**src/sv/nsp_ram.sv**
```systemverilog
// Generic single-write, single-read synchronous RAM with registered read data.
// Depends on nothing.
module nsp_ram #(
  parameter int WIDTH = 17,
  parameter int DEPTH = 256
) (
  input  logic                     clk_i,
  input  logic                     we_i,
  input  logic [$clog2(DEPTH)-1:0] waddr_i,
  input  logic [WIDTH-1:0]         wdata_i,
  input  logic                     re_i,
  input  logic [$clog2(DEPTH)-1:0] raddr_i,
  output logic [WIDTH-1:0]         rdata_o
);

  logic [WIDTH-1:0] mem_q [DEPTH];
  logic [WIDTH-1:0] rdata_q;

  // Write port.
  always_ff @(posedge clk_i) begin
    if (we_i) begin
      mem_q[waddr_i] <= wdata_i;
    end
  end

  // Read port; data holds while no read is issued.
  always_ff @(posedge clk_i) begin
    if (re_i) begin
      rdata_q <= mem_q[raddr_i];
    end
  end

  assign rdata_o = rdata_q;

endmodule

```
**config.mk**
```make
export PLATFORM = sky130hd
export DESIGN_NAME = nsp_ram
export DESIGN_NICKNAME = d
export VERILOG_FILES = /design/src/sv/nsp_ram.sv
export SDC_FILE = /design/constraint.sdc
export NUM_CORES = 2
export LEC_CHECK = 0
export BUFFER_PORTS_ARGS = -buffer_cell sky130_fd_sc_hd__buf_2
export CELL_PAD_IN_SITES_DETAIL_PLACEMENT = 2
export CELL_PAD_IN_SITES_GLOBAL_PLACEMENT = 2
export CORE_MARGIN = 4
export CORE_UTILIZATION = 35
export CTS_CLUSTER_DIAMETER = 120
export DETAILED_ROUTE_END_ITERATION = 7
export MAX_ROUTING_LAYER = met4
export PLACE_DENSITY = 0.63
export SETUP_SLACK_MARGIN = 0.2
export SLEW_MARGIN = 20
export SYNTH_ARGS = -nofsm -noshare
export SYNTH_HDL_FRONTEND = slang
export SYNTH_MEMORY_MAX_BITS = 65536
export SYNTH_SLANG_ARGS = --single-unit
```
**constraint.sdc**
```tcl
create_clock -name clk_i -period 5.7 [get_ports clk_i]
set_clock_uncertainty 0.2 [all_clocks]
set_input_delay 1.14 -clock clk_i [delete_from_list [all_inputs] [get_ports clk_i]]
set_output_delay 1.14 -clock clk_i [all_outputs]
set_load 0.05 [all_outputs]
```
---- Yosys cells after proc, flatten, opt, wreduce, memory -nomap -nowiden ----
Memory sizes are Yosys's and may differ from the RTL's. A register that Yosys moved wholly into a read port is not among the register bits.
Index checks and enable logic that the tools add are counted.
Widths: inputs -> output; s select.
cells by class
  mux-type cells .......................... 2
operator list
  operator  number
  $mux 1    2
storage, ports and cells
  bits of input ports ..................... 36
  memories ................................ 1
  word-level logic and storage cells ...... 3
  output and inout bits ................... 17
  register bits after elaboration ......... 0
  RAM bits ................................ 4,352
memories
  name   words  width  rd ports  clocked after Yosys merged registers in  write ports  RTL line  source
  mem_q  256    17     1         1                                        1            16        logic [WIDTH-1:0] mem_q [DEPTH];

---- Depth between registers and ports, before layout ----
  depth after elaboration ................. 2
  depth in mapped cells ................... 13
  depth with buffers taken out ............ 7

---- Least setup slack after synthesis ----
No wires, ideal clock.
  path type ............................... input -> register
  from .................................... input port raddr_i[0]
  to ...................................... register rdata_q[13] (netlist: rdata_o[13]) (read register of mem_q) (data pin)
  arrival ................................. 3.192 ns
  stages on the path ...................... 9
  path slack .............................. 2.052 ns
  library setup time ...................... 0.256 ns
  data required time ...................... 5.244 ns
  buffers on the path ..................... 4
  path through ............................ buf_6 -> buf_12 -> buf_12 -> buf_2 -> mux4_2 -> mux4_2 -> a22oi_1 -> nand3_1 -> and4_1
RTL lines
  element             RTL line  source
  start: declaration  12        input logic [$clog2(DEPTH)-1:0] raddr_i,
  end: declaration    17        logic [WIDTH-1:0] rdata_q;

==> reports/results.ini <==
[synthesis]
syn_area_per_cell_sq_um = 21.8
postSynthCellCount = 7797
syn_area_sq_um = 170000
synth_top_area_frac = 0.772
synth_top_area_cell = edfxtp_1
synth_fa_ha_area_frac = 0
synthFlopType = edfxtp_1
synth_enable_flop_cells = 4369
synth_top_family_by_area = multiplexers
synthArstFlopShare = 0
synth-xor-area-share = 0
yosys-top-cells-count = edfxtp_1, mux4_2, mux2i_1, nor2_1, nand2_1
synth_cell_types = 73
ys_ff_latch = 4369
synthSimpleGateAreaFrac = 0.0219
netlist_top_cells_area = edfxtp_1, mux4_2, mux2i_1
yosysSeqAreaShare = 0.772
syn_nets = 7833
yosysWarnings = 0
synth_compound_area_frac = 0.0270
synth_mux_area_frac = 0.157
synth_most_common_cell = edfxtp_1

[sta]
slew-limit-headroom = 0.167
rsz0062_at_grt = no
finalSetupTns_ps = 0
report.final.slew_viol_count = 0
tightest_slew_ps = 1240
finalCritPeriodShare = 0.860
hold_viol = 0
finalCriticalPeriod_ps = 4900
max_freq_mhz = 204
finalSetupViolations = 0
fin_ws_ps = 799

[place]
placed_area_sq_um = 180000
port_buffers = 52
post-place-ws_ps = -183
post-place-cells = 14400
gp_congestion = 0.873
hpwl_um = 348000

[finish]
syn_to_final_growth_pct = 15.0
finalNonFillerCells = 15200
final_nets = 8416
final_area_sq_um = 195000
final_layout_size_suffix_gt1_frac = 0.275
final_util = 0.404

[routing]
drtAntennaViolNets = 0
num_vias = 88200
first_iter_violations = 12500
wire_per_inst_um = 37.9
drtPass1Iterations = 6
drcViolationCount = 0
drt-vias-per-instance = 5.79
drt-total-wl_um = 577000

[cts]
cts_buffers = 450
cts_tree = built
post_cts_buffers = 0
ctsRootBufferMaster = clkbuf_16
cts.sinks = 4369
cts_hold_buf = 0
clk_pin_slew_worst_paths_ps = 70
clock_path_buffers = 4
h-tree-depth = 5
clkLatencyLatePin_ps = 1050
ctsResizeCount = 0

[die]
die_h_um = 705
rows = 255
core_sq_um = 483000
ioPinCount = 53
die_width_um = 705
initial_utilization = 0.352
dieArea_sq_um = 497000

[worst_setup_path]
cp_data_required_time_ps = 6260
crit_path_max_incr_delay_ps = 720
worstPathMaxFanout = 41
critPathLaunchType = primary input
crit_type = in2reg
cpMostUsedCell = buf_12
crit_path_top_delay_cell = nand3_1
endpoint_kind = flip-flop
path_cells = buf_12, buf_12, buf_4, buf_12, mux4_2, mux4_2, a22oi_1, nand3_1, and3_1
critPathArrivalTime_ps = 5460

[worst_hold_path]
hp-class = in2reg

[global_route]
grt_max_degree = 156
antenna_found_initial = 49
grt_first_pass_wirelength_um = 803000
grt_pass1_vias = 93200
track_usage = 0.235
globalRoute.totalOverflow = 0

[pwr]
powerDensity_nw_per_um2 = 354
vdd_drop_max_mv = 0.253
leakage_nw = 61.3

[run_status]
outcome = finished clean

[job]
cap_viol_max_count = 0

## placed cells by master, fill, tap and decap left out, types with 14 or more instances in the layout
master        n
nand2_1     212
mux2i_1     509
buf_2        32
o221ai_1    134
buf_4       472
nor3_1      107
clkbuf_1     88
buf_12       68
mux2_2       20
a211oi_1     16
nor2_4       36
nand3_1      55
a22oi_1      33
bufinv_16    49
buf_8        19
clkinv_1    100
o21ai_0      41
a31oi_1      14
a21oi_1     108
edfxtp_1   4369
o22ai_1     186
or3_1        14
mux4_1       46
o311a_1      14
clkinv_2    103
diode_2      43
mux4_2      897
nand4_1      21
nor2_2      179
clkbuf_16   454
nor2_1      118
## per-layer routing
layer  track usage  part of all wire  up-vias
met3        0.0333             0.073      839
met5             -                 0        -
met1         0.313              0.41    48900
li1              -                 -    34200
met4        0.0659             0.033        0
met2         0.378              0.49     4214
## kinds of logic (layout without fill, tap and decap cells)
kind of cell	count (synthesis)	in the layout
muxes	1472	1472
DFF	4369	4369
and+or+nand+nor	836	836
buffers and inverters	471	1431
AOI/OAI and AO/OA	649	649
other	0	43
## report_power, final
part	leakage [nW]	switching, W	internal, W
clock	7.14	0.0131	0.0168
sequential	39.3	0.0000731	0.0354
combinational	14.9	0.00254	0.00118
## critical path, delay by kind of cell
kind	cells	cell delay, ps
buf+inv	4	1150
compound gates	1	580
mux	2	1080
simple gates	2	1150
## through the flow
stage	hold WS, ps	total power [W]
after floorplan	787	0.0380
after global placement	934	0.0397
after detailed placement	992	0.0399
after CTS	191	0.0696
after global routing	210	0.0711
final	257	0.0691
## flip-flops by register name, indices dropped and copies added (netlist names)
| signal | count |
|---|---|
| mem_q | 4352 |
| rdata_o | 17 |
## area by class of cell
| type | count | area, sq um |
|---|---|---|
| Clock buffer | 542 | 11700 |
| Antenna cell | 43 | 108 |
| Inverter | 5 | 32.5 |
| Tap cell | 6425 | 8040 |
| Clock inverter | 287 | 2900 |
| Multi-Input combinational cell | 2957 | 35900 |
| Sequential cell | 4369 | 131000 |
| Fill cell | 45100 | 288000 |
| Timing Repair Buffer | 597 | 5470 |
## final timing paths
path / startpoint / endpoint / slack, ps / cells past startpoint
setup / recovery: raddr_i[0] / rdata_o[5] / 800 / 9
hold / removal: wdata_i[2] / mem_q[24][2] / 260 / 1
setup reg to reg: mem_q[209][6] / rdata_o[6] / 1980 / 8
hold reg to reg: mem_q[8][16] / rdata_o[16] / 970 / 6
Note: power is estimated with default switching activity, not from simulation.
