==> src/sv/nsp_pkg.sv <==
// Shared types, constants and a helper function for the note sequence player.
// Depends on nothing; nsp_cfg, nsp_core and the top level import it.
package nsp_pkg;

  // Store geometry.
  localparam int MAX_ENTRIES = 256;
  localparam int ADDR_W      = $clog2(MAX_ENTRIES);
  localparam int CNT_W       = $clog2(MAX_ENTRIES + 1);
  localparam int FREQ_W      = 16;
  localparam int ENTRY_W     = FREQ_W + 1;
  localparam int INDEX_W     = 8;
  localparam int COUNT_OUT_W = 9;

  // Configuration port geometry.
  localparam int APB_ADDR_W = 4;
  localparam int APB_DATA_W = 32;

  // Stream payload widths.
  localparam int S_TDATA_W = 24;
  localparam int S_TUSER_W = 3;
  localparam int M_TDATA_W = 48;

  // Register indexes on the configuration port.
  typedef enum logic [1:0] {
    REG_NOTE_ON_TICKS = 2'd0,
    REG_GAP_TICKS     = 2'd1,
    REG_PAUSE_TICKS   = 2'd2
  } reg_idx_e;

  // Command codes.
  typedef enum logic [2:0] {
    CMD_ADD_NOTE  = 3'd0,
    CMD_ADD_PAUSE = 3'd1,
    CMD_REMOVE    = 3'd2,
    CMD_CLEAR     = 3'd3,
    CMD_PLAY      = 3'd4,
    CMD_TICK      = 3'd5,
    CMD_READ      = 3'd6
  } cmd_e;

  // Playback phases.
  typedef enum logic [1:0] {
    PH_IDLE  = 2'd0,
    PH_TONE  = 2'd1,
    PH_GAP   = 2'd2,
    PH_PAUSE = 2'd3
  } phase_e;

  // Command sequencer states.
  typedef enum logic {
    ST_IDLE = 1'b0,
    ST_EXEC = 1'b1
  } stage_e;

  // Current timing registers.
  typedef struct packed {
    logic [7:0]        note_on_ticks;
    logic [FREQ_W-1:0] gap_ticks;
    logic [FREQ_W-1:0] pause_ticks;
  } cfg_t;

  // Store access request: one write port and one read port.
  typedef struct packed {
    logic               we;
    logic [ADDR_W-1:0]  waddr;
    logic [ENTRY_W-1:0] wdata;
    logic               re;
    logic [ADDR_W-1:0]  raddr;
  } mem_req_t;

  // One result transaction.
  typedef struct packed {
    logic                   tone_on;
    logic [FREQ_W-1:0]      tone_freq;
    logic                   playing;
    logic                   play_done;
    logic [COUNT_OUT_W-1:0] note_count;
    logic                   is_full;
    logic                   store_empty;
    logic [FREQ_W-1:0]      read_freq;
    logic                   read_is_pause;
  } result_t;

  // A phase length of zero counts as one tick.
  function automatic logic [FREQ_W-1:0] at_least_one(input logic [FREQ_W-1:0] v);
    at_least_one = (v == '0) ? FREQ_W'(1) : v;
  endfunction

endpackage

==> src/sv/nsp_cfg.sv <==
// APB-style register bank for the tick counts of the note sequence player.
// Depends on nsp_pkg.
module nsp_cfg (
  input  logic                              clk_i,
  input  logic                              rst_ni,
  input  logic                              psel,
  input  logic                              penable,
  input  logic                              pwrite,
  input  logic [nsp_pkg::APB_ADDR_W-1:0]    paddr,
  input  logic [nsp_pkg::APB_DATA_W-1:0]    pwdata,
  output logic [nsp_pkg::APB_DATA_W-1:0]    prdata,
  output logic                              pready,
  output nsp_pkg::cfg_t                     cfg_o
);
  import nsp_pkg::*;

  cfg_t       cfg_q, cfg_d;
  logic       wr_en;
  logic [1:0] reg_idx;

  assign pready  = 1'b1;
  assign wr_en   = psel && penable && pwrite && pready;
  assign reg_idx = paddr[3:2];

  // Register write decode.
  always_comb begin
    cfg_d = cfg_q;
    if (wr_en) begin
      case (reg_idx)
        REG_NOTE_ON_TICKS: cfg_d.note_on_ticks = pwdata[7:0];
        REG_GAP_TICKS:     cfg_d.gap_ticks     = pwdata[FREQ_W-1:0];
        REG_PAUSE_TICKS:   cfg_d.pause_ticks   = pwdata[FREQ_W-1:0];
        default:           cfg_d = cfg_q;
      endcase
    end
  end

  always_ff @(posedge clk_i or negedge rst_ni) begin
    if (!rst_ni) begin
      cfg_q.note_on_ticks <= 8'd100;
      cfg_q.gap_ticks     <= 16'd50;
      cfg_q.pause_ticks   <= 16'd250;
    end else begin
      cfg_q <= cfg_d;
    end
  end

  // Read data mux.
  always_comb begin
    case (reg_idx)
      REG_NOTE_ON_TICKS: prdata = APB_DATA_W'(cfg_q.note_on_ticks);
      REG_GAP_TICKS:     prdata = APB_DATA_W'(cfg_q.gap_ticks);
      REG_PAUSE_TICKS:   prdata = APB_DATA_W'(cfg_q.pause_ticks);
      default:           prdata = '0;
    endcase
  end

  assign cfg_o = cfg_q;

endmodule

==> config.mk <==
export PLATFORM = sky130hd
export DESIGN_NAME = nsp_cfg
export DESIGN_NICKNAME = d
export VERILOG_FILES = /design/src/sv/nsp_pkg.sv /design/src/sv/nsp_cfg.sv
export SDC_FILE = /design/constraint.sdc
export NUM_CORES = 1
export LEC_CHECK = 0
export BUFFER_PORTS_ARGS = -buffer_cell sky130_fd_sc_hd__buf_2
export CAP_MARGIN = 20
export CORE_UTILIZATION = 47
export DETAILED_ROUTE_END_ITERATION = 6
export PLACE_DENSITY_LB_ADDON = 0.05
export SETUP_SLACK_MARGIN = 0.3
export SYNTH_ARGS = -nofsm -noshare
export SYNTH_HDL_FRONTEND = slang
export SYNTH_SLANG_ARGS = --single-unit
==> constraint.sdc <==
create_clock -name clk_i -period 3.2 [get_ports clk_i]
set_clock_uncertainty 0.1 [all_clocks]
set_input_delay 0.48 -clock clk_i [delete_from_list [all_inputs] [get_ports clk_i]]
set_output_delay 0.48 -clock clk_i [all_outputs]
set_load 0.1 [all_outputs]
* Yosys cells after proc, flatten, opt, wreduce, memory -nomap -nowiden
Cells that the tools add are included.
W data, S select, Z words.
** Word-level totals
- Register bits :: 40
- Bits in latches :: 0
- Bits in writable memories :: 0
- Bits in read-only memories :: 0
- Input port bits :: 41
- Logic and storage cells :: 12
- Memories :: 0
** Operators by class
- $add $sub $neg :: 0
- Multiply operators :: 0
- Div/mod/pow operators :: 0
- Order comparisons :: 0
- Equal/unequal tests :: 2
- Shift-type cells :: 0
- Multiplexer cells :: 1
- Bitwise operators :: 0
- Reductions and logical operators :: 6
** Operators by type and width (number)
- $pmux W16 S3 :: 1
- $reduce_and A2 Y1 :: 3
- $eq A2 B1 Y1 const B :: 1
- $eq A2 B2 Y1 const B :: 1
- $logic_and A1 B1 Y1 :: 2
- $logic_not A2 Y1 :: 1

* Logic depth before layout (Yosys ltp)
- Depth after elaboration :: 3
- Mapped depth :: 5
- Mapped depth without buffers :: 3

* Worst setup path after synthesis
OpenSTA, ideal clock, no wires.
- Kind :: register -> output
- From :: register cfg_q (netlist bit cfg_o[19])
- To :: output prdata[3] (netlist name)
- Arrival time :: 3.213 ns
- Required time :: 2.620 ns
- Slack :: -0.593 ns
- Cell stages (with the launch flop) :: 3
- Cells stage by stage :: dfrtp_1 > mux2i_1 > o21ai_0
** Between the ends
- Word-level cells in the longest chain between the ends :: 1
** Ends and longest elaborated chain
- from (decl) :: RTL line nsp_cfg.sv:17 : cfg_t cfg_q, cfg_d;
- from (signal assigned) :: RTL line nsp_cfg.sv:44 : cfg_q <= cfg_d;
- $pmux W16 S3 :: RTL line nsp_cfg.sv:50 : case (reg_idx)
- to (decl) :: RTL line nsp_cfg.sv:11 : output logic [nsp_pkg::APB_DATA_W-1:0] prdata,
No other way between the ends.

* Worst setup path in the final report
- From :: input paddr[3] (netlist name)
- To :: output prdata[12] (netlist name)
** Between the ends
- Word-level cells in the longest chain between the ends :: 2
- Elaborated cells between the ends (all ways) :: 4
- Those cells by class :: eq/ne (2); mux (1); reduce/logical (1)
** Ends and longest elaborated chain
- from (decl) :: RTL line nsp_cfg.sv:9 : input logic [nsp_pkg::APB_ADDR_W-1:0] paddr,
- $eq A2 B2 Y1, or another cell as far along :: RTL line nsp_cfg.sv:50
- $pmux W16 S3 (*) :: RTL line nsp_cfg.sv:50
Every way passes the cells marked *; elsewhere a longest branch is shown, timed or not.

==> insert_results.sql <==
INSERT INTO impl_metrics (metric_group, metric, value, unit) VALUES
('routing', 'postRouteWirelength', '4.56', 'mm'),
('clock_network', 'clock_tree_from_tritoncts', 'yes', ''),
('clock_network', 'root_buffer', 'sky130_fd_sc_hd__clkbuf_8', ''),
('place', 'placed_wire_length_estimate', '3.32', 'mm'),
('yosys', 'post_synth_inst_count', '145', ''),
('yosys', 'synth.yosys.warnings', '0', ''),
('clock_network', 'clk_pin_slew_worst_paths', '0.07', 'ns'),
('routing', 'routedWlPerCell', '16.7', 'µm'),
('layout', 'layout.filler_cells', '288', ''),
('routing', 'dr.first_iter.drc_count', '41', ''),
('die', 'placement_rows', '23', ''),
('timing', 'final_critical_delay_including_setup_and_external_delays', '2.49', 'ns'),
('critical_path', 'end_kind', 'output pin', ''),
('timing', 'final_setup_violating_endpoints', '0', ''),
('layout', 'final_common_cell', 'sky130_fd_sc_hd__buf_2', ''),
('yosys', 'syn-mean-instance-area', '13.6', 'µm²'),
('pwr', 'worst_ir_drop_vdd', '0.677', 'mV'),
('routing', 'route.antenna.remaining_nets', '0', ''),
('layout', 'num-nets-final', '264', ''),
('yosys', 'synth.lib_cells_used.distinct', '19', ''),
('clock_network', 'number_of_buffers_inserted_during_clock_tree_synthesis', '5', ''),
('pwr', 'pwr_density_cell', '1060', 'nW/µm²'),
('die', 'fp.dieArea', '4460', 'µm²'),
('timing', 'timing.final.crit_share', '77.9', '%'),
('yosys', 'synth.yosys.seq_area_share', '51.5', '%'),
('critical_path', 'worst_path_cell_trace', 'buf_2, nor2b_1, buf_4, a22o_1, buf_12', ''),
('die', 'core-area', '4000', 'µm²'),
('clock_network', 'post_cts_buffers', '0', ''),
('clock_network', 'clock_sinks', '40', ''),
('layout', 'fin_util', '66.9', '%'),
('critical_path', 'timing.critical_path.required', '2.62', 'ns'),
('routing', 'dr.pass1.iters', '4', ''),
('timing', 'rsz_0062_raised_after_global_routing', 'false', ''),
('die', 'die_span_x', '66.8', 'µm'),
('timing', 'finalSetupTns', '0', 'ns'),
('critical_path', 'timing.critical_path.from_type', 'primary input', ''),
('timing', 'report.final.slew_viol_count', '0', ''),
('timing', 'report.final.hold_viol_count', '0', ''),
('routing', 'drc', '0', ''),
('clock_network', 'clock_latency', '0.28', 'ns'),
('status', 'outcome', 'complete, no violations', ''),
('critical_path', 'critical_path_class', 'primary input to output pin', ''),
('grt', 'grt_first_pass_wirelength', '7.06', 'mm'),
('layout', 'layout-area-overhead-vs-synth', '35.8', '%'),
('critical_path', 'crit_path_max_incr_delay', '0.41', 'ns'),
('die', 'floorplan.io_pins', '114', ''),
('routing', 'num_vias', '1406', ''),
('grt', 'grtUsageTotal', '22.1', '%'),
('die', 'initial_utilization', '49.3', '%'),
('place', 'place.gp.congestion', '0.664', ''),
('routing', 'detail_route.vias_per_cell', '5.13', ''),
('clock_network', 'htreeDepth', '2', ''),
('clock_network', 'cts-root-to-sink-buffers', '2', ''),
('layout', 'number_of_inserted_diodes', '0', ''),
('yosys', 'synth_seq_cells', '40', ''),
('clock_network', 'hold_buffers_post_cts', '0', ''),
('place', 'place.port_buffers', '78', ''),
('timing', 'max_frequency', '401', 'MHz'),
('die', 'die_h', '66.8', 'µm'),
('layout', 'post_route_cells_drive_above_1_share', '67.0', '%'),
('layout', 'layout_common_cells', '62 x sky130_fd_sc_hd__buf_2, 30 x sky130_fd_sc_hd__mux2_2, 28 x sky130_fd_sc_hd__dfrtp_1, 17 x sky130_fd_sc_hd__conb_1, 16 x sky130_fd_sc_hd__buf_12', ''),
('critical_path', 'timing.critical_path.fanout_max', '13', ''),
('layout', 'number_of_flip_flops_under_the_largest_register_name', '40', ''),
('clock_network', 'post_cts_resize_count', '0', ''),
('grt', 'grt_pass1_vias', '1381', ''),
('critical_path', 'timing.critical_path.slowest_stage_cell', 'sky130_fd_sc_hd__nor2b_1', ''),
('timing', 'slew-limit-headroom', '36.9', '%'),
('timing', 'worst_pin_slew', '0.946', 'ns'),
('grt', 'grt-ovfl-total', '0', ''),
('pwr', 'finalPower', '2.83', 'mW'),
('yosys', 'post_synth_instance_area', '1970', 'µm²'),
('grt', 'grt_max_degree', '41', ''),
('critical_path', 'arrival', '1.91', 'ns'),
('min_path', 'hold_path.class', 'primary input to asynchronous set/reset pin', ''),
('grt', 'grt_antenna_before_repair', '0', ''),
('pwr', 'leakagePower', '1.33', 'nW'),
('run', 'drv.max_cap_violation_count', '0', '');
[layer usage]
metal  share of wire (%)  global-route usage, %  wire length, µm  vias up
met1                  40                   27.6             1820      715
met5                   0                      0                0        -
met3                 5.2                   4.97              236        5
li1                    -                      -                -      633
met4                0.99                   7.18               45        0
met2                  54                   37.4             2460       53
[cell families after synthesis]
kind of cell	count (synthesis)	share of synthesized area, %
multiplexers	48	28.8
flip-flops	40	51.5
buffers and inverters	25	9.45
AO/OA/AOI/OAI	16	5.58
AND/OR/NAND/NOR	14	4.25
other	2	0.381
[cell type report]
class | count | area (µm²) | share of cell area, %
flip-flops and latches | 40 | 1020 | 37.9
clock buffers | 8 | 90.1 | 3.36
multi-input cells | 95 | 856 | 32.0
repair buffers | 81 | 653 | 24.4
well taps | 50 | 62.6 | 2.34
[final timing paths]
kind                       startpoint    endpoint  slack [ns]  cells after the start
setup / recovery             paddr[3]  prdata[12]        0.71                      5
hold / removal                 rst_ni   cfg_o[35]        0.22                      1
setup reg to reg            cfg_o[16]   cfg_o[16]        2.30                      1
hold reg to reg             cfg_o[10]   cfg_o[10]        0.44                      1
max in group asynchronous      rst_ni   cfg_o[33]        2.22                      1
min in group clk_i         pwdata[12]   cfg_o[28]        0.34                      2
[report_power, final]
group | internal (mW) | total (mW) | leakage, nW | switching, mW
sequential | 0.650 | 0.742 | 0.469 | 0.0912
combinational | 0.355 | 1.76 | 0.811 | 1.40
clock | 0.176 | 0.332 | 0.0455 | 0.157
total | 1.18 | 2.83 | 1.33 | 1.65
[cells in the mapped netlist, drive strengths merged]
| cell | n | area, µm² |
|---|---|---|
| clkbuf | 4 | 15.0 |
| nor2b | 2 | 12.5 |
| mux2i | 8 | 80.1 |
| nor3b | 1 | 12.5 |
| a22o | 8 | 70.1 |
| o21ai | 8 | 40.0 |
| dfrtp | 28 | 701 |
| nand3 | 1 | 10.0 |
| buf | 21 | 171 |
| nand2 | 8 | 30.0 |
| nor3 | 1 | 10.0 |
| conb | 2 | 7.51 |
| or3b | 1 | 8.76 |
| mux2 | 40 | 488 |
| dfstp | 12 | 315 |
[worst max-delay path, delay by kind of cell]
family,cells,cell delay [ns]
AO/OA/AOI/OAI,1,0.21
buffers and inverters,3,0.80
AND/OR/NAND/NOR,1,0.41
[through the flow]
step	std cells	area [µm²]	worst slack (ns)	hold slack (ns)
2_1_floorplan	160	2060	0.648	0.0844
6_report	274	2680	0.709	0.215
3_5_place_dp	266	2590	0.689	0.419
5_1_grt	274	2680	0.584	0.282
3_3_place_gp	266	2590	0.720	0.407
4_1_cts	274	2680	0.687	0.241
Note: power is estimated with default switching activity, not from simulation.
