$ cat config.mk
export PLATFORM = sky130hd
export DESIGN_NAME = nsp_core
export DESIGN_NICKNAME = d
export VERILOG_FILES = /design/src/sv/nsp_pkg.sv /design/src/sv/nsp_core.sv
export SDC_FILE = /design/constraint.sdc
export NUM_CORES = 1
export LEC_CHECK = 0
export ABC_AREA = 0
export BUFFER_PORTS_ARGS = -buffer_cell sky130_fd_sc_hd__buf_2
export CORE_MARGIN = 2
export CORE_UTILIZATION = 50
export CTS_CLUSTER_DIAMETER = 120
export DETAILED_ROUTE_END_ITERATION = 10
export PLACE_DENSITY_LB_ADDON = 0.3
export SYNTH_ARGS = -nofsm -noshare
export SYNTH_HDL_FRONTEND = slang
export SYNTH_SLANG_ARGS = --single-unit
$ cat constraint.sdc
create_clock -name clk_i -period 3.57 [get_ports clk_i]
set_input_delay 0.357 -clock clk_i [delete_from_list [all_inputs] [get_ports clk_i]]
set_output_delay 0.357 -clock clk_i [all_outputs]
set_load 0.05 [all_outputs]
$ cat src/sv/nsp_pkg.sv
// Shared types, constants and a helper function for the note sequence player.
// Depends on nothing; nsp_cfg, nsp_core and the top level import it.
package nsp_pkg;

  // Store geometry.
  localparam int MAX_ENTRIES = 256;
  localparam int ADDR_W      = $clog2(MAX_ENTRIES);
  localparam int CNT_W       = $clog2(MAX_ENTRIES + 1);
  localparam int FREQ_W      = 16;
  localparam int ENTRY_W     = FREQ_W + 1;
  localparam int INDEX_W     = 8;
  localparam int COUNT_OUT_W = 9;

  // Configuration port geometry.
  localparam int APB_ADDR_W = 4;
  localparam int APB_DATA_W = 32;

  // Stream payload widths.
  localparam int S_TDATA_W = 24;
  localparam int S_TUSER_W = 3;
  localparam int M_TDATA_W = 48;

  // Register indexes on the configuration port.
  typedef enum logic [1:0] {
    REG_NOTE_ON_TICKS = 2'd0,
    REG_GAP_TICKS     = 2'd1,
    REG_PAUSE_TICKS   = 2'd2
  } reg_idx_e;

  // Command codes.
  typedef enum logic [2:0] {
    CMD_ADD_NOTE  = 3'd0,
    CMD_ADD_PAUSE = 3'd1,
    CMD_REMOVE    = 3'd2,
    CMD_CLEAR     = 3'd3,
    CMD_PLAY      = 3'd4,
    CMD_TICK      = 3'd5,
    CMD_READ      = 3'd6
  } cmd_e;

  // Playback phases.
  typedef enum logic [1:0] {
    PH_IDLE  = 2'd0,
    PH_TONE  = 2'd1,
    PH_GAP   = 2'd2,
    PH_PAUSE = 2'd3
  } phase_e;

  // Command sequencer states.
  typedef enum logic {
    ST_IDLE = 1'b0,
    ST_EXEC = 1'b1
  } stage_e;

  // Current timing registers.
  typedef struct packed {
    logic [7:0]        note_on_ticks;
    logic [FREQ_W-1:0] gap_ticks;
    logic [FREQ_W-1:0] pause_ticks;
  } cfg_t;

  // Store access request: one write port and one read port.
  typedef struct packed {
    logic               we;
    logic [ADDR_W-1:0]  waddr;
    logic [ENTRY_W-1:0] wdata;
    logic               re;
    logic [ADDR_W-1:0]  raddr;
  } mem_req_t;

  // One result transaction.
  typedef struct packed {
    logic                   tone_on;
    logic [FREQ_W-1:0]      tone_freq;
    logic                   playing;
    logic                   play_done;
    logic [COUNT_OUT_W-1:0] note_count;
    logic                   is_full;
    logic                   store_empty;
    logic [FREQ_W-1:0]      read_freq;
    logic                   read_is_pause;
  } result_t;

  // A phase length of zero counts as one tick.
  function automatic logic [FREQ_W-1:0] at_least_one(input logic [FREQ_W-1:0] v);
    at_least_one = (v == '0) ? FREQ_W'(1) : v;
  endfunction

endpackage

$ cat src/sv/nsp_core.sv
// Command sequencer of the note sequence player: issues the store read for a
// command, then updates count, playback state and the result register.
// Depends on nsp_pkg.
module nsp_core (
  input  logic                             clk_i,
  input  logic                             rst_ni,
  input  nsp_pkg::cfg_t                    cfg_i,
  input  logic                             in_valid_i,
  output logic                             in_ready_o,
  input  logic [2:0]                       in_cmd_i,
  input  logic [nsp_pkg::FREQ_W-1:0]       in_freq_i,
  input  logic [nsp_pkg::INDEX_W-1:0]      in_index_i,
  output logic                             out_valid_o,
  input  logic                             out_ready_i,
  output nsp_pkg::result_t                 out_res_o,
  output nsp_pkg::mem_req_t                mem_req_o,
  input  logic [nsp_pkg::ENTRY_W-1:0]      mem_rdata_i
);
  import nsp_pkg::*;

  stage_e stage_q, stage_d;
  logic   accept, exec;

  // Latched command.
  logic [2:0]         cmd_q;
  logic [FREQ_W-1:0]  freq_q;
  logic [INDEX_W-1:0] idx_q;

  // Architectural state.
  logic [CNT_W-1:0]  count_q, count_d;
  logic [CNT_W-1:0]  pos_q, pos_d;
  phase_e            phase_q, phase_d;
  logic [FREQ_W-1:0] timer_q, timer_d;
  logic [FREQ_W-1:0] cur_q, cur_d;

  // Result register.
  logic    out_valid_q;
  result_t res_q, res_d;

  // Helpers for the execute step.
  logic              busy, done, rpause;
  logic [FREQ_W-1:0] rfreq, tick_left;
  logic [CNT_W-1:0]  pos_next;
  logic              entry_pause;

  // Stage control: next state.
  always_comb begin
    stage_d = stage_q;
    case (stage_q)
      ST_IDLE: if (in_valid_i) stage_d = ST_EXEC;
      ST_EXEC: if (!out_valid_q || out_ready_i) stage_d = ST_IDLE;
      default: stage_d = ST_IDLE;
    endcase
  end

  // Stage control: outputs.
  always_comb begin
    in_ready_o = 1'b0;
    exec       = 1'b0;
    case (stage_q)
      ST_IDLE: in_ready_o = 1'b1;
      ST_EXEC: exec = !out_valid_q || out_ready_i;
      default: in_ready_o = 1'b0;
    endcase
  end

  assign accept = in_valid_i && in_ready_o;

  assign pos_next = pos_q + CNT_W'(1);

  always_ff @(posedge clk_i) begin
    if (accept) begin
      cmd_q  <= in_cmd_i;
      freq_q <= in_freq_i;
      idx_q  <= in_index_i;
    end
  end

  // Execute step: update state from the command and the entry read.
  assign busy        = (phase_q != PH_IDLE);
  assign entry_pause = mem_rdata_i[FREQ_W];
  assign tick_left   = (timer_q != '0) ? timer_q - FREQ_W'(1) : '0;

  always_comb begin
    count_d         = count_q;
    pos_d           = pos_q;
    phase_d         = phase_q;
    timer_d         = timer_q;
    cur_d           = cur_q;
    done            = 1'b0;
    rfreq           = '0;
    rpause          = 1'b0;
    mem_req_o.we    = 1'b0;
    mem_req_o.waddr = count_q[ADDR_W-1:0];
    mem_req_o.wdata = '0;

    // Store read issued with the accepted command.
    mem_req_o.re    = accept;
    mem_req_o.raddr = '0;
    case (cmd_e'(in_cmd_i))
      CMD_TICK: mem_req_o.raddr = pos_next[ADDR_W-1:0];
      CMD_READ: mem_req_o.raddr = ADDR_W'(in_index_i);
      default:  mem_req_o.raddr = '0;
    endcase

    if (exec) begin
      case (cmd_e'(cmd_q))
        CMD_ADD_NOTE: begin
          if (freq_q != '0 && !busy && count_q < CNT_W'(MAX_ENTRIES)) begin
            mem_req_o.we    = 1'b1;
            mem_req_o.wdata = {1'b0, freq_q};
            count_d         = count_q + CNT_W'(1);
          end
        end
        CMD_ADD_PAUSE: begin
          if (!busy && count_q < CNT_W'(MAX_ENTRIES)) begin
            mem_req_o.we    = 1'b1;
            mem_req_o.wdata = {1'b1, {FREQ_W{1'b0}}};
            count_d         = count_q + CNT_W'(1);
          end
        end
        CMD_REMOVE: begin
          if (!busy && count_q != '0) count_d = count_q - CNT_W'(1);
        end
        CMD_CLEAR: begin
          if (!busy) count_d = '0;
        end
        CMD_PLAY: begin
          if (!busy && count_q != '0) begin
            pos_d = '0;
            if (entry_pause) begin
              phase_d = PH_PAUSE;
              timer_d = at_least_one(cfg_i.pause_ticks);
              cur_d   = '0;
            end else begin
              phase_d = PH_TONE;
              timer_d = at_least_one({8'd0, cfg_i.note_on_ticks});
              cur_d   = mem_rdata_i[FREQ_W-1:0];
            end
          end
        end
        CMD_TICK: begin
          if (busy) begin
            if (tick_left != '0) begin
              timer_d = tick_left;
            end else if (phase_q == PH_TONE) begin
              phase_d = PH_GAP;
              timer_d = at_least_one(cfg_i.gap_ticks);
            end else if (pos_next >= count_q) begin
              // Last entry finished: playback ends.
              phase_d = PH_IDLE;
              timer_d = '0;
              cur_d   = '0;
              pos_d   = '0;
              done    = 1'b1;
            end else begin
              pos_d = pos_next;
              if (entry_pause) begin
                phase_d = PH_PAUSE;
                timer_d = at_least_one(cfg_i.pause_ticks);
                cur_d   = '0;
              end else begin
                phase_d = PH_TONE;
                timer_d = at_least_one({8'd0, cfg_i.note_on_ticks});
                cur_d   = mem_rdata_i[FREQ_W-1:0];
              end
            end
          end
        end
        CMD_READ: begin
          if ({{CNT_W{1'b0}}, idx_q} < {{INDEX_W{1'b0}}, count_q}) begin
            if (entry_pause) rpause = 1'b1;
            else             rfreq  = mem_rdata_i[FREQ_W-1:0];
          end
        end
        default: begin
          count_d = count_q;
        end
      endcase
    end
  end

  // Result fields from the updated state.
  always_comb begin
    res_d.tone_on       = (phase_d == PH_TONE);
    res_d.tone_freq     = (phase_d == PH_TONE) ? cur_d : '0;
    res_d.playing       = (phase_d != PH_IDLE);
    res_d.play_done     = done;
    res_d.note_count    = COUNT_OUT_W'(count_d);
    res_d.is_full       = (count_d == CNT_W'(MAX_ENTRIES));
    res_d.store_empty   = (count_d == '0);
    res_d.read_freq     = rfreq;
    res_d.read_is_pause = rpause;
  end

  // Control registers.
  always_ff @(posedge clk_i or negedge rst_ni) begin
    if (!rst_ni) begin
      stage_q     <= ST_IDLE;
      count_q     <= '0;
      pos_q       <= '0;
      phase_q     <= PH_IDLE;
      timer_q     <= '0;
      cur_q       <= '0;
      out_valid_q <= 1'b0;
    end else begin
      stage_q <= stage_d;
      count_q <= count_d;
      pos_q   <= pos_d;
      phase_q <= phase_d;
      timer_q <= timer_d;
      cur_q   <= cur_d;
      if (exec)             out_valid_q <= 1'b1;
      else if (out_ready_i) out_valid_q <= 1'b0;
    end
  end

  // Result payload.
  always_ff @(posedge clk_i) begin
    if (exec) res_q <= res_d;
  end

  assign out_valid_o = out_valid_q;
  assign out_res_o   = res_q;

endmodule

Word-level counts from Yosys, hierarchy flattened --
Index checks and enable logic that the tools add are counted.
Word-level totals: bits in registers 128, input bits 88, word-level logic and storage cells 126
Operators by class: add/sub/neg operators 4, $lt $le $gt $ge 3, eq/ne operators 15, mux-type cells 57, bitwise gates (word level) 3, reductions and logical operators 25
Operators by type and width (count):
- $mux 16 | 17
- $mux 9 | 10
- $pmux 16 s2 | 2
- $reduce_bool 16->1 | 3
- $pmux 9 s4 | 1
- $mux 17 | 2
- $pmux 17 s2 | 1
- $logic_not 16->1 | 2
- $add 9x1->9 const B | 2
- $pmux 9 s2 | 1
- $pmux 8 s2 | 1
- $sub 16x1->16 const B | 1
- $eq 3x3->1 const B | 5
- $mux 2 | 7
- $mux 1 | 11
- $eq 9x9->1 const B | 1
- $ge 9x9->1 | 1
- $logic_not 9->1 | 1
- $lt 8x9->1 | 1
- $lt 9x9->1 const B | 1
- $reduce_bool 9->1 | 1
- $sub 9x1->9 const B | 1
- $logic_not 8->1 | 1
- $mux 8 | 1
- other kinds (16) | 32

Longest topological paths before layout --
depth in word-level cells 9, mapped depth 15

Worst setup path after synthesis --
No wires, ideal clock.
kind register to register, start reg pos_q[0], end reg res_q (netlist bit out_res_o[35]), data pin, arrival time 3.427 ns, data required time 3.310 ns, slack -0.117 ns, cell stages (with the launch flop) 16, period minus slack after synthesis 3.687 ns, path through dfrtp_1 -> ha_1 -> and3_1 -> and3_1 -> xor2_1 -> ha_1 -> a21o_1 -> a221o_1 -> a221oi_1 -> clkbuf_1 -> nor2_1 -> o21ai_0 -> o31ai_4 -> nand3b_4 -> buf_6 -> nor3_2
Between the ends: longest elaborated chain between the ends 9, elaborated cells on any way between the ends 15, classes of those cells 1 x add/sub; 1 x order compare; 1 x eq/ne; 12 x mux
Ends and longest elaborated chain:
- from (decl) | line nsp_core.sv:31 | logic [CNT_W-1:0] pos_q, pos_d;
- from (signal assigned) | line nsp_core.sv:209 | pos_q <= pos_d;
- $add 9x1->9 (*) | line nsp_core.sv:69 | assign pos_next = pos_q + CNT_W'(1);
- $ge 9x9->1 (*) | line nsp_core.sv:149 | end else if (pos_next >= count_q) begin
- $mux 2 | line nsp_core.sv:149
- $mux 2 | line nsp_core.sv:146 | end else if (phase_q == PH_TONE) begin
- $mux 2 | line nsp_core.sv:144 | if (tick_left != '0) begin
- $mux 2 | line nsp_core.sv:143 | if (busy) begin
- $pmux 2 s2 | line nsp_core.sv:107 | case (cmd_e'(cmd_q))
- $mux 2 | line nsp_core.sv:106 | if (exec) begin
- $eq 2x1->1 | line nsp_core.sv:186 | res_d.tone_freq = (phase_d == PH_TONE) ? cur_d : '0;
- to (signal assigned) | line nsp_core.sv:220 | if (exec) res_q <= res_d;
- to (decl) | line nsp_core.sv:38 | result_t res_q, res_d;
Mark *: on every way between the ends. The rest lies on a longest branch, timed or not. A chain may end at the register's enable or synchronous reset.

Worst setup path after layout --
start reg pos_q[0], end reg res_q (netlist bit out_res_o[45]), data pin
Same word-level chain as after synthesis.

==> results_dict.tcl <==
set metrics [dict create \
    tritoncts "built" \
    synthDominantCellAreaShare_pct 29.3 \
    seq_area_frac_synth_pct 47.2 \
    timing.critical_path.fanout_max 6 \
    multi_input_gate_area_um2 3950 \
    max-vdd-ir-drop_mv 0.329 \
    die_width_um 127 \
    worstSetupEndpointType "register" \
    route.detailed.vias_per_inst 6.08 \
    diodes 0 \
    detail_route.iter0.violations 797 \
    num_vias 7403 \
    path_buf_inv 3 \
    slowest_delay_ps 460 \
    synthesis.area_um2 7570 \
    critPathRequiredTime_ps 3840 \
    area_growth_pct 33.2 \
    path_delay_family "compound AO/OA/AOI/OAI gates" \
    crit_path_start_kind "register" \
    setup-violations-final 1 \
    dr.max_layer_used "met4" \
    timing.max_slew.rel_slack_pct 22.2 \
    drc 0 \
    track_usage_pct 27.2 \
    synth_edf_count 74 \
    cts.htree.levels 4 \
    synth_ff_type "edfxtp_1" \
    timing.hold.worst.class "in -> async" \
    achievable_clock_frequency_mhz 278 \
    worst_skew_pair.late_latency_ps 430 \
    layout.filler_cells 1130 \
    wl_met3_um 1790 \
    fin_crit_ps 3590 \
    p_leak_nw 4.29 \
    cts-buffers-inserted 17 \
    numClockSinks 128 \
    place_congestion 0.960 \
    total_number_of_yosys_warnings 0 \
    drt.antenna.violating_nets 0 \
    clock_tree.buffer_depth 2 \
    ff_latch_area_um2 3570 \
    outcome "complete, but fails checks" \
    timing.max_cap.violations 0 \
    finalHoldViolCount 0 \
    number_of_global_route_vias_before_repair 6894 \
    grt_antenna_before_repair 0 \
    postSynthNetCount 896 \
    synth_top_area_cell "edfxtp_1" \
    cts-hold-fix-buffers 0 \
    grt.overflow.total 0 \
    net_count_reported_at_finish 1129 \
    route.layer.met1.wl_um 9550 \
    failed_checks "setup timing" \
    unrepaired_setup_endpoints_after_global_routing "true" \
    power_density_nw_per_um2 632 \
    wire_per_inst_um 18.6 \
    area_of_the_die_um2 16200 \
    reg2reg_slack_ps -20 \
    crit_type "reg -> reg" \
    critPathSlowestCell "a2111o_1" \
    die_y_um 127 \
    worst_slew_pin_slew_ps 1160 \
    cts_root_buf "clkbuf_16" \
    fin_util_pct 68.9 \
    place_ws_ps -68.8 \
    placement_rows 44 \
    core_um2 14600 \
    detailedRoute.firstPassIterationCount 5 \
    grt_max_degree 57 \
    asyncSetResetFlopFracSynth_pct 42.2 \
    post_synth_inst_count 788 \
    first_pass_grt_wire_length_um 34900 \
    met2RoutedLength_um 10900 \
    arrival_ps 3860 \
    port_buffers 171 \
    clkTransAtPathRegs_ps 60 \
    initial_core_util_pct 51.7 \
    syn_area_per_cell_um2 9.61 \
    wl_um 22600 \
    final_min_period_over_clock_period_pct 101 \
    synth-seq-cells 128 \
    least_setup_slack_across_all_paths_after_layout_ps -20.7 \
    timing.critical_path.cells "buf_4, and3_1, and3_4, nand3_2, xnor2_2, ha_1, and3_4, a221o_1, a221oi_2, buf_4, nand2_4, a2111o_1, buf_6, o21ai_2, nand2_1, nor3_2" \
    finalClockSkew_ps 5.53 \
    io-pin-count 172 \
    timing_max_transition_violations_final 0 \
    synth.top_cells.by_area "edfxtp_1 (29%), dfrtp_1 (18%), nand2_1 (3.9%)" \
    netlist-cell-type-count 70 \
    dpl.hpwl_um 15900 \
    proportion_of_layout_cells_with_a_drive_suffix_above_1_pct 36.4 \
]
power breakdown:
| part | internal, mW | leakage (nW) | switching (mW) |
|---|---|---|---|
| registers | 1.96 | 1.42 | 0.166 |
| logic | 0.724 | 2.58 | 1.68 |
| clock network | 1.19 | 0.296 | 0.664 |
worst reg2reg max path, stage by stage, from the launching register on:
cell and delay, ps:
dfrtp_1 350, buf_4 130, and3_1 170, and3_4 200
nand3_2 100, xnor2_2 160, ha_1 310, and3_4 160
a221o_1 310, a221oi_2 250, buf_4 190, nand2_4 50
a2111o_1 460, buf_6 190, o21ai_2 110, nand2_1 100
nor3_2 200
synth_stat cells, drive strengths merged (10+ instances only):
| cell | count |
|---|---|
| a22oi | 11 |
| nand2b | 11 |
| nor3b | 10 |
| o211ai | 10 |
| a31oi | 17 |
| clkbuf | 35 |
| buf | 13 |
| nor3 | 30 |
| dfrtp | 54 |
| nor2 | 72 |
| nor2b | 23 |
| nor4 | 20 |
| inv | 24 |
| ha | 20 |
| nand3 | 20 |
| and2 | 19 |
| a21o | 13 |
| or2 | 11 |
| o21ai | 44 |
| a21oi | 45 |
| nand2 | 78 |
| edfxtp | 74 |
cells in the final DEF (no fill, tap or decap), types with 5 or more instances in the layout:
cell,netlist,routed
nor3b_1,10,10
o31ai_1,6,6
nand2_2,0,5
nand3_1,20,18
nand4_1,6,6
nand2b_1,11,11
edfxtp_1,74,74
clkbuf_16,0,18
a22oi_1,11,11
mux2i_1,7,6
inv_1,24,20
buf_6,2,10
dfrtp_1,54,54
a21oi_1,39,38
nor3_1,28,22
nor2_1,72,67
or3_1,7,7
buf_2,2,171
and3_4,0,5
o211ai_1,10,10
and2_1,19,18
or4_1,8,5
ha_1,20,18
nand2_1,78,72
nor3_2,2,7
a211oi_1,9,9
buf_4,9,78
a21oi_2,6,7
a31oi_1,16,16
or2_2,5,5
a21o_1,13,13
nor4_1,20,19
o21ai_2,0,6
o21ai_0,42,31
o21ai_1,2,6
nor2b_1,23,22
a221o_1,9,9
state kept, by name, summed over array words and instances (netlist names):
signal / flops
freq_q: 16
out_res_o: 47
cur_q: 16
out_valid_o: 1
stage_q: 1
idx_q: 8
timer_q: 16
pos_q: 9
count_q: 9
phase_q: 2
cmd_q: 3
logic make-up after synthesis:
kind of cell,count (synthesis),share of synthesized area (%)
buf+inv,72,4.25
flops,128,47.2
fa+ha+maj,20,3.30
mux,9,1.22
simple gates,338,23.2
compound gates,212,19.8
xor+xnor,9,1.04
metrics by stage:
| step | TNS, ps | cells | hold WS [ps] | instance area (um2) | power (mW) |
|---|---|---|---|---|---|
| after floorplan | 0 | 788 | 61.4 | 7580 | 3.67 |
| after global placement | 0 | 1172 | 488 | 9050 | 4.35 |
| after detailed placement | -158 | 1172 | 516 | 9050 | 4.37 |
| after CTS | 0 | 1207 | 85.1 | 9720 | 6.23 |
| after global routing | -1020 | 1218 | 88.7 | 10100 | 6.64 |
| final | -20.7 | 1218 | 86.3 | 10100 | 6.38 |
metal layers:
layer  vias up  GRT usage (%)
met5         -              0
met4         0           8.53
met3        50           5.74
met2       393           44.5
met1      3533           36.7
li1       3427              -
worst paths after layout:
check | from | endpoint | cells after the start
setup reg to reg | pos_q[0]$_DFFE_PN0P_ | out_res_o[45]$_SDFFCE_PP0P_ | 16
hold reg to reg | pos_q[8]$_DFFE_PN0P_ | pos_q[8]$_DFFE_PN0P_ | 2
setup / recovery | pos_q[0]$_DFFE_PN0P_ | out_res_o[45]$_SDFFCE_PP0P_ | 16
min in group clk_i | in_freq_i[2] | freq_q[2]$_DFFE_PP_ | 1
hold / removal | rst_ni | cur_q[2]$_DFF_PN0_ | 1
max in group asynchronous | rst_ni | cur_q[13]$_DFF_PN0_ | 2
cell type report:
type                       instances  share of cell area [%]
multi-input combinational        588                    39.1
sequential                       128                    35.4
timing repair buffer             262                    16.0
clock buffer                      19                    4.39
tap                              184                    2.28
clock inverter                    13                    1.85
inverter                          24                   0.893
repair_timing:
action | in CTS | in global routing
setup buffers | 3 | 9
resized for setup | 3 | 78
pin swaps | 1 | 47
endpoints found under the setup margin | 19 | 59
cloned | 0 | 2
Power figures use the tool's default switching activity.
